### src/tepq_pkg.sv
package tepq_pkg;

   localparam int CAPACITY = 64;
   localparam int INDEX_W  = $clog2(CAPACITY);
   localparam int COUNT_W  = $clog2(CAPACITY + 1);
   localparam int OCC_W    = 7;

   localparam logic [COUNT_W-1:0] CAP_COUNT = COUNT_W'(CAPACITY);
   localparam logic [31:0]        SIGN_BIAS = 32'h8000_0000;

   localparam logic OP_PUSH = 1'b0;
   localparam logic OP_POP  = 1'b1;

   typedef enum logic [1:0] {
      STATUS_OK    = 2'd0,
      STATUS_EMPTY = 2'd1,
      STATUS_FULL  = 2'd2
   } status_type;

   typedef struct packed {
      logic [63:0] ev_time;
      logic [31:0] ev_prio;
      logic [63:0] ev_seq;
      logic [31:0] ev_tag;
   } entry_type;

   typedef struct packed {
      logic               en;
      logic [INDEX_W-1:0] addr;
      entry_type          data;
   } mem_write_type;

   typedef struct packed {
      logic               en;
      logic [INDEX_W-1:0] addr;
   } mem_read_type;

endpackage

### src/tepq_cmp.sv
module tepq_cmp (
   input  tepq_pkg::entry_type a,
   input  tepq_pkg::entry_type b,
   output logic                a_first
);

   logic [31:0] pa;
   logic [31:0] pb;

   always_comb begin
      pa = a.ev_prio ^ tepq_pkg::SIGN_BIAS;
      pb = b.ev_prio ^ tepq_pkg::SIGN_BIAS;
      if (a.ev_time != b.ev_time) begin
         a_first = a.ev_time < b.ev_time;
      end else if (pa != pb) begin
         a_first = pa < pb;
      end else begin
         a_first = a.ev_seq < b.ev_seq;
      end
   end

endmodule

### config.mk
export PLATFORM = sky130hd
export DESIGN_NAME = tepq_cmp
export DESIGN_NICKNAME = d
export VERILOG_FILES = /design/src/tepq_pkg.sv /design/src/tepq_cmp.sv
export SDC_FILE = /design/constraint.sdc
export NUM_CORES = 1
export LEC_CHECK = 0
export ABC_AREA = 1
export BUFFER_PORTS_ARGS = -buffer_cell sky130_fd_sc_hd__buf_2
export CORE_AREA = 2 2 148 150
export DETAILED_ROUTE_END_ITERATION = 8
export DIE_AREA = 0 0 150 152
export PLACE_DENSITY_LB_ADDON = 0.3
export SLEW_MARGIN = 20
export SYNTH_ARGS = -nofsm -noshare
export SYNTH_HDL_FRONTEND = slang
export SYNTH_SLANG_ARGS = --single-unit
### constraint.sdc
create_clock -name vclk -period 3
set_input_delay 0.6 -clock vclk [all_inputs]
set_output_delay 0.6 -clock vclk [all_outputs]
set_load 0.01 [all_outputs]
---- After elaboration in Yosys (flattened, before gate mapping) ----
Cells that the tools add are included.
W data, S select, Z words.
cells by class
  magnitude comparators ................... 3
  equality and inequality tests ........... 2
  mux-type cells .......................... 2
  bitwise operators ....................... 2
operator list
  operator        count
  $lt A64 B64 Y1  2
  $ne A64 B64 Y1  1
  $lt A32 B32 Y1  1
  $ne A32 B32 Y1  1
  $mux W1         2
  $not A1 Y1      2
storage, ports and cells
  register bits after elaboration ......... 0
  input port bits ......................... 384
  output and inout port bits .............. 1
  word-level logic and storage cells ...... 9

---- Longest topological paths before layout ----
Gate-level depths: netlist of run 1.
  depth after elaboration ................. 4
  depth in mapped cells ................... 16
  gate-level depth less buffers ........... 16

---- Worst setup path before layout of run 1 ----
Ideal clock, no wire load.
  path kind ............................... input port to output port
  start ................................... input a[127] in the netlist's numbering
  end ..................................... output a_first
  arrival ................................. 1.860 ns
  required time ........................... 2.400 ns
  slack ................................... 0.540 ns
  stages on the path ...................... 12
  path buffers ............................ 0
  path through ............................ inv_1 > ha_1 > nand2_2 > nor2_4 > nand2_2 > nor3b_2 > nand3_1 > nor2_1 > nand2_1 > nor2_2 > nand2_1 > a21oi_2
between the ends
  cells in the longest elaborated chain, start to end .. 4
  elaborated cells between the ends (all ways) .. 5
  those cells by class .................... order compare (1); eq/ne (1); mux (2); bitwise (1)
ends and longest elaborated chain
  element                                           RTL line                        RTL
  start, declared                                   tepq_cmp.sv:2                   input tepq_pkg::entry_type a,
  $not A1 Y1 (no line) (*)                          n/a
  $lt A32 B32 Y1 or $ne A32 B32 Y1 (tied branches)  tepq_cmp.sv:16, tepq_cmp.sv:15
  $mux W1 (*)                                       tepq_cmp.sv:15                  end else if (pa != pb) begin
  $mux W1 (*)                                       tepq_cmp.sv:13                  if (a.ev_time != b.ev_time) begin
  end, declared                                     tepq_cmp.sv:4                   output logic a_first
Every way passes the cells marked *; elsewhere a longest branch is shown, timed or not.

---- Worst setup path in the final report of run 1 ----
Ends and elaborated chain as after synthesis.

==> impl_metrics.py, run 1 <==
metrics = {
    "final_layout": {
        "layout-drive-gt1-share_pct": 36.67,
        "seq_area_um2": 0,
        "seq_cells": 0,
        "clkbuf_count": 0,
        "fin_area_um2": 6405,
        "fin_nets": 1535,
        "nFillCells": 2431,
        "syn_to_final_growth_pct": 53.45,
    },
    "global_routing": {
        "grt_max_degree": 4,
        "antenna_found_initial": 2,
        "grt_pass1_vias": 4791,
        "grt_pass1_wl_mm": 20.74,
        "grtUsageTotal_pct": 10.94,
        "grt_remaining_overflow": 0,
    },
    "die": {
        "start_util_pct": 19.55,
        "coreArea_um2": 21350,
        "die-area_um2": 22800,
        "pin_count": 385,
        "rows": 54,
        "chipWidth_um": 150,
        "fp.dieH_um": 152,
    },
    "drt": {
        "routed-wl-met3_mm": 1.329,
        "routed_wl_mm": 13.95,
        "met1_length_mm": 5.537,
        "vias": 5081,
        "wl_met2_mm": 6.938,
        "post_drt_via_cell_ratio": 3.998,
        "wl_per_cell_um": 10.97,
        "first_iter_violations": 57,
        "final_antenna_net_count": 0,
        "topRoutingLayerUsed": "met5",
        "route.detailed.drc": 0,
        "dr.pass1.iters": 4,
    },
    "placed_design": {
        "gp_congestion": 0.8003,
        "port_buffers": 321,
        "hpwlAfterDp_mm": 13.29,
        "pre_cts_slack_ns": -0.06186,
        "post_dp_cell_area_um2": 6146,
    },
    "sta": {
        "tightestPinTransition_ns": 0.2986,
        "fin_ws_ns": 0.1591,
        "setup_viol": 0,
        "rsz0062_at_grt": "true",
        "fin_crit_ns": 2.841,
        "relSlewSlack_pct": 79.94,
        "report.final.slew_viol_count": 0,
        "finalCritPeriodShare_pct": 94.70,
        "max_freq_mhz": 352.0,
        "final_hold_viol_count": 0,
    },
    "flow_run": {
        "cap_violations": 0,
    },
    "hold_path": {
        "min_to": "a_first",
        "hold_depth": 10,
        "hold_path.class": "input pin to output port",
        "hold_start": "a[71]",
    },
    "yosys": {
        "syn_avg_cell_area_um2": 6.258,
        "synth_top_area_share_pct": 47.66,
        "synth_area_um2": 4174,
        "ys.warnings.count": 0,
        "synth_top_area_cell": "ha_1",
        "synth.area.top_cells": "ha_1 (48%), inv_1 (16%), nand2_1 (12%)",
        "syn-num-nets": 1210,
        "synth_cell_types": 26,
        "syn_inst": 667,
        "synth_seq_area_share_pct": 0,
    },
    "clock_network": {
        "cts_hold_buf": 0,
        "postCtsSetupBuffers": 0,
    },
    "power": {
        "p_per_area_nw_per_um2": 115.6,
        "irDropWorstVdd_uv": 42.49,
        "p_leak_uw": 0.004132,
    },
    "setup_path": {
        "critPathKind": "input pin to output port",
        "cp_data_arrival_time_ns": 2.24,
        "cp-start-kind": "input pin",
        "crit_required_ns": 2.40,
        "cp_max_fo": 2,
        "end_kind": "output port",
    },
    "status": {
        "status": "finished clean",
    },
}
synthesized netlist by cell type, types with 2 or more instances:
cell	number
o21ai_0	10
nand2_1	128
a21oi_1	82
nor2_1	36
o21a_1	6
inv_1	181
o211ai_1	3
nor3_1	7
a21o_1	2
nor2_2	2
nand2_2	3
ha_1	159
nand3_1	9
o21ai_1	12
nand4_1	12
inv_2	5
worst max-delay path: stages:
cell     delay, ns
buf_6         0.07
inv_2         0.04
ha_4          0.28
nand2_4       0.05
nor2_4        0.09
nand2_2       0.08
nor3b_4       0.25
nand3_2       0.16
buf_6         0.15
nand2_1       0.05
nor2_1        0.05
a21oi_2       0.17
a21oi_2       0.06
buf_4         0.15
cells by family (layout without fill, tap and decap cells):
| family | Yosys count | count (layout) | synth area share (%) |
|---|---|---|---|
| buf+inv | 187 | 510 | 16.82 |
| compound gates | 117 | 117 | 14.81 |
| other cells | 0 | 1 | 0 |
| fa+ha+maj | 159 | 159 | 47.66 |
| simple gates | 204 | 204 | 20.71 |
how the worst max path moves through the flow:
| stage | startpoint | end | slack (ns) | depth (start not counted) |
|---|---|---|---|---|
| finish | a[127] | a_first | 0.16 | 14 |
| global route | a[127] | a_first | -0.002 | 14 |
| global placement | a[127] | a_first | -0.04 | 14 |
| detailed placement | a[127] | a_first | -0.06 | 14 |
| floorplan | a[127] | a_first | 0.54 | 12 |
| CTS | a[127] | a_first | 0.02 | 14 |
where the power goes:
group	internal, uW	switching [uW]	leakage (uW)
registers	0	0	0
logic	384	356	0.00413
clock network	0.0000446	0	0.00000000634
total	384	356	0.00413
per-layer routing:
metal	up-vias	track usage (%)
met5	-	0
met4	2	0.6739
met3	10	2.523
met2	191	20.94
met1	2076	12.74
li1	2802	-
cells in the final DEF (no fill, tap or decap), types with 7 or more instances in the layout:
cell type and n:
nor3_1 7, buf_6 11, o21ai_1 12, nand4_1 12
ha_4 10, buf_2 310, ha_1 149, a21oi_1 81
nand3_1 8, inv_2 10, inv_1 174, nor2_1 34
nand2_1 123, o21ai_0 10
what timing repair did:
action / 4_1_cts / 5_1_grt
gates cloned: 0 / 0
endpoints found under the setup margin: 1 / 1
pin swaps: 0 / 20
resized for setup: 3 / 43
hold endpoints to repair: 0 / 0
through the flow:
step | TNS [ns] | total power [uW] | std cells | utilization [%] | hold WS, ns
floorplan | 0 | 391.3 | 667 | - | 1.659
global placement | -0.04293 | 700.0 | 1270 | 28.79 | 2.047
detailed placement | -0.06186 | 707.6 | 1270 | 28.79 | 2.048
CTS | 0 | 713.3 | 1270 | 28.85 | 2.039
global route | -0.002048 | 870.2 | 1270 | 29.99 | 2.052
finish | 0 | 740.5 | 1271 | 30.00 | 1.956
layout make-up:
class	instances	area (um^2)	share of cell area, %
inverter	187	706.9	11.04
antenna	1	2.502	0.03907
multi-input combinational	480	3655	57.06
tap	280	350.3	5.470
timing repair buffer	323	1690	26.39
Note: power is estimated with default switching activity, not from simulation.
==> inputs of run 2 (changes only) <==
Settings changed: CELL_PAD_IN_SITES_DETAIL_PLACEMENT set to 1, CELL_PAD_IN_SITES_GLOBAL_PLACEMENT set to 2, CORE_AREA 2 2 148 150 to not set, CORE_ASPECT_RATIO set to 0.5, CORE_UTILIZATION set to 19, DIE_AREA 0 0 150 152 to not set, PLACE_DENSITY_LB_ADDON 0.3 to 0.25, REMOVE_ABC_BUFFERS set to 1.
==> impl_metrics.py, run 2 (synthesized netlist as in run 1, its figures left out) <==
metrics = {
    "sta": {
        "finalCritPeriodShare_pct": 92.30,
        "max_freq_mhz": 361.1,
        "holdWs_ns": 1.975,
        "report.final.slew_viol_count": 0,
        "fin_crit_ns": 2.769,
        "tightestPinTransition_ns": 0.2536,
        "finalSetupTns_ns": 0,
        "setup_viol": 0,
        "final_hold_viol_count": 0,
        "rsz0062_at_grt": "false",
        "relSlewSlack_pct": 82.97,
    },
    "global_routing": {
        "grt_max_degree": 4,
        "grt_pass1_wl_mm": 24.34,
        "grt_pass1_vias": 5616,
        "antenna_found_initial": 3,
        "grt_remaining_overflow": 0,
        "grtUsageTotal_pct": 13.01,
    },
    "final_layout": {
        "final_cell_mix": "buf_2 (321), inv_1 (181), ha_1 (158), nand2_1 (127), a21oi_1 (81)",
        "multi_input_area_um2": 3520,
        "syn_to_final_growth_pct": 48.44,
        "fin_nets": 1533,
        "final_core_util_pct": 29.48,
        "layout-drive-gt1-share_pct": 34.72,
        "seq_cells": 0,
        "layout_commonest_cell": "buf_2",
        "seq_area_um2": 0,
        "clkbuf_count": 0,
        "nFillCells": 2826,
    },
    "placed_design": {
        "port_buffers": 321,
        "hpwlAfterDp_mm": 14.86,
        "gp_congestion": 0.7860,
    },
    "flow_run": {
        "cap_violations": 0,
    },
    "die": {
        "rows": 37,
        "start_util_pct": 19.86,
        "fp.dieH_um": 106.8,
        "coreArea_um2": 21020,
        "die-area_um2": 22600,
        "chipWidth_um": 211.6,
        "pin_count": 385,
    },
    "hold_path": {
        "hold_path.class": "input pin to output port",
        "hold_start": "a[95]",
    },
    "clock_network": {
        "cts_hold_buf": 0,
        "ctsResizeCount": 0,
        "postCtsSetupBuffers": 0,
    },
    "setup_path": {
        "critPathKind": "input pin to output port",
        "cp-start-kind": "input pin",
        "end_kind": "output port",
        "crit_chain": "buf_2, ha_1, nand2_1, nor2_2, nand2_2, nor3b_4, nand3_2, nor2_2, nand2_1, nor2_2, nand2_2, a21oi_2, buf_2",
        "path_common_cell": "nor2_2",
        "cp_max_fo": 2,
        "crit_family": "simple AND/OR/NAND/NOR gates",
        "slowest_delay_ns": 0.28,
        "crit_required_ns": 2.40,
        "cp_slowest_cell": "ha_1",
        "critPathBufInv": 2,
        "crit_path_start": "a[123]",
        "cp_data_arrival_time_ns": 2.17,
    },
    "drt": {
        "final_antenna_net_count": 0,
        "post_drt_via_cell_ratio": 4.062,
        "wl_per_cell_um": 11.74,
        "dr.pass1.iters": 4,
        "routed_wl_mm": 15.03,
        "route.detailed.drc": 0,
        "first_iter_violations": 69,
        "vias": 5203,
    },
    "status": {
        "status": "finished clean",
    },
    "power": {
        "irDropWorstVdd_uv": 32.09,
        "p_per_area_nw_per_um2": 113.3,
        "p_leak_uw": 0.004093,
    },
}
run 2: per-stage QoR:
stage	cell area [um^2]	std cells	total power, uW	setup slack, ns
2_1_floorplan	4174	667	391.3	0.5402
3_3_place_gp	6146	1280	692.8	0.1051
3_5_place_dp	6146	1280	715.2	0.07719
4_1_cts	6146	1280	720.2	0.07157
5_1_grt	6196	1281	840.8	0.008665
6_report	6196	1281	702.2	0.2309
run 2: per-layer routing:
layer	routed length, um	GRT usage (%)	vias to the layer above
li1	-	-	2789
met1	5915	13.92	2284
met2	8088	27.26	116
met3	910	2.226	10
met4	93	0.9834	4
met5	27	0	-
run 2: worst paths after layout:
check                 depth (start not counted)  endpoint  slack, ns
worst min-delay path                         10   a_first       1.98
worst max-delay path                         13   a_first       0.23
run 2: final cells by class:
cell class         count  area share, %
well taps            292          5.897
multi-input cells    480          56.81
diodes                 1        0.04039
inverters            187          11.33
repair buffers       321          25.93
run 2: worst min-delay path, cell delays in order:
cell      delay (ns)
buf_2           0.08
ha_1            0.14
a21oi_1         0.04
o211ai_1        0.11
nor2_2          0.05
nand2_1         0.06
nor2_2          0.04
nand2_2         0.07
a21oi_2         0.05
buf_2           0.14
run 2: power by group:
part	switching (uW)	internal, uW
sequential	0	0
combinational	342	360
clock	0	0.0000446
total	342	360
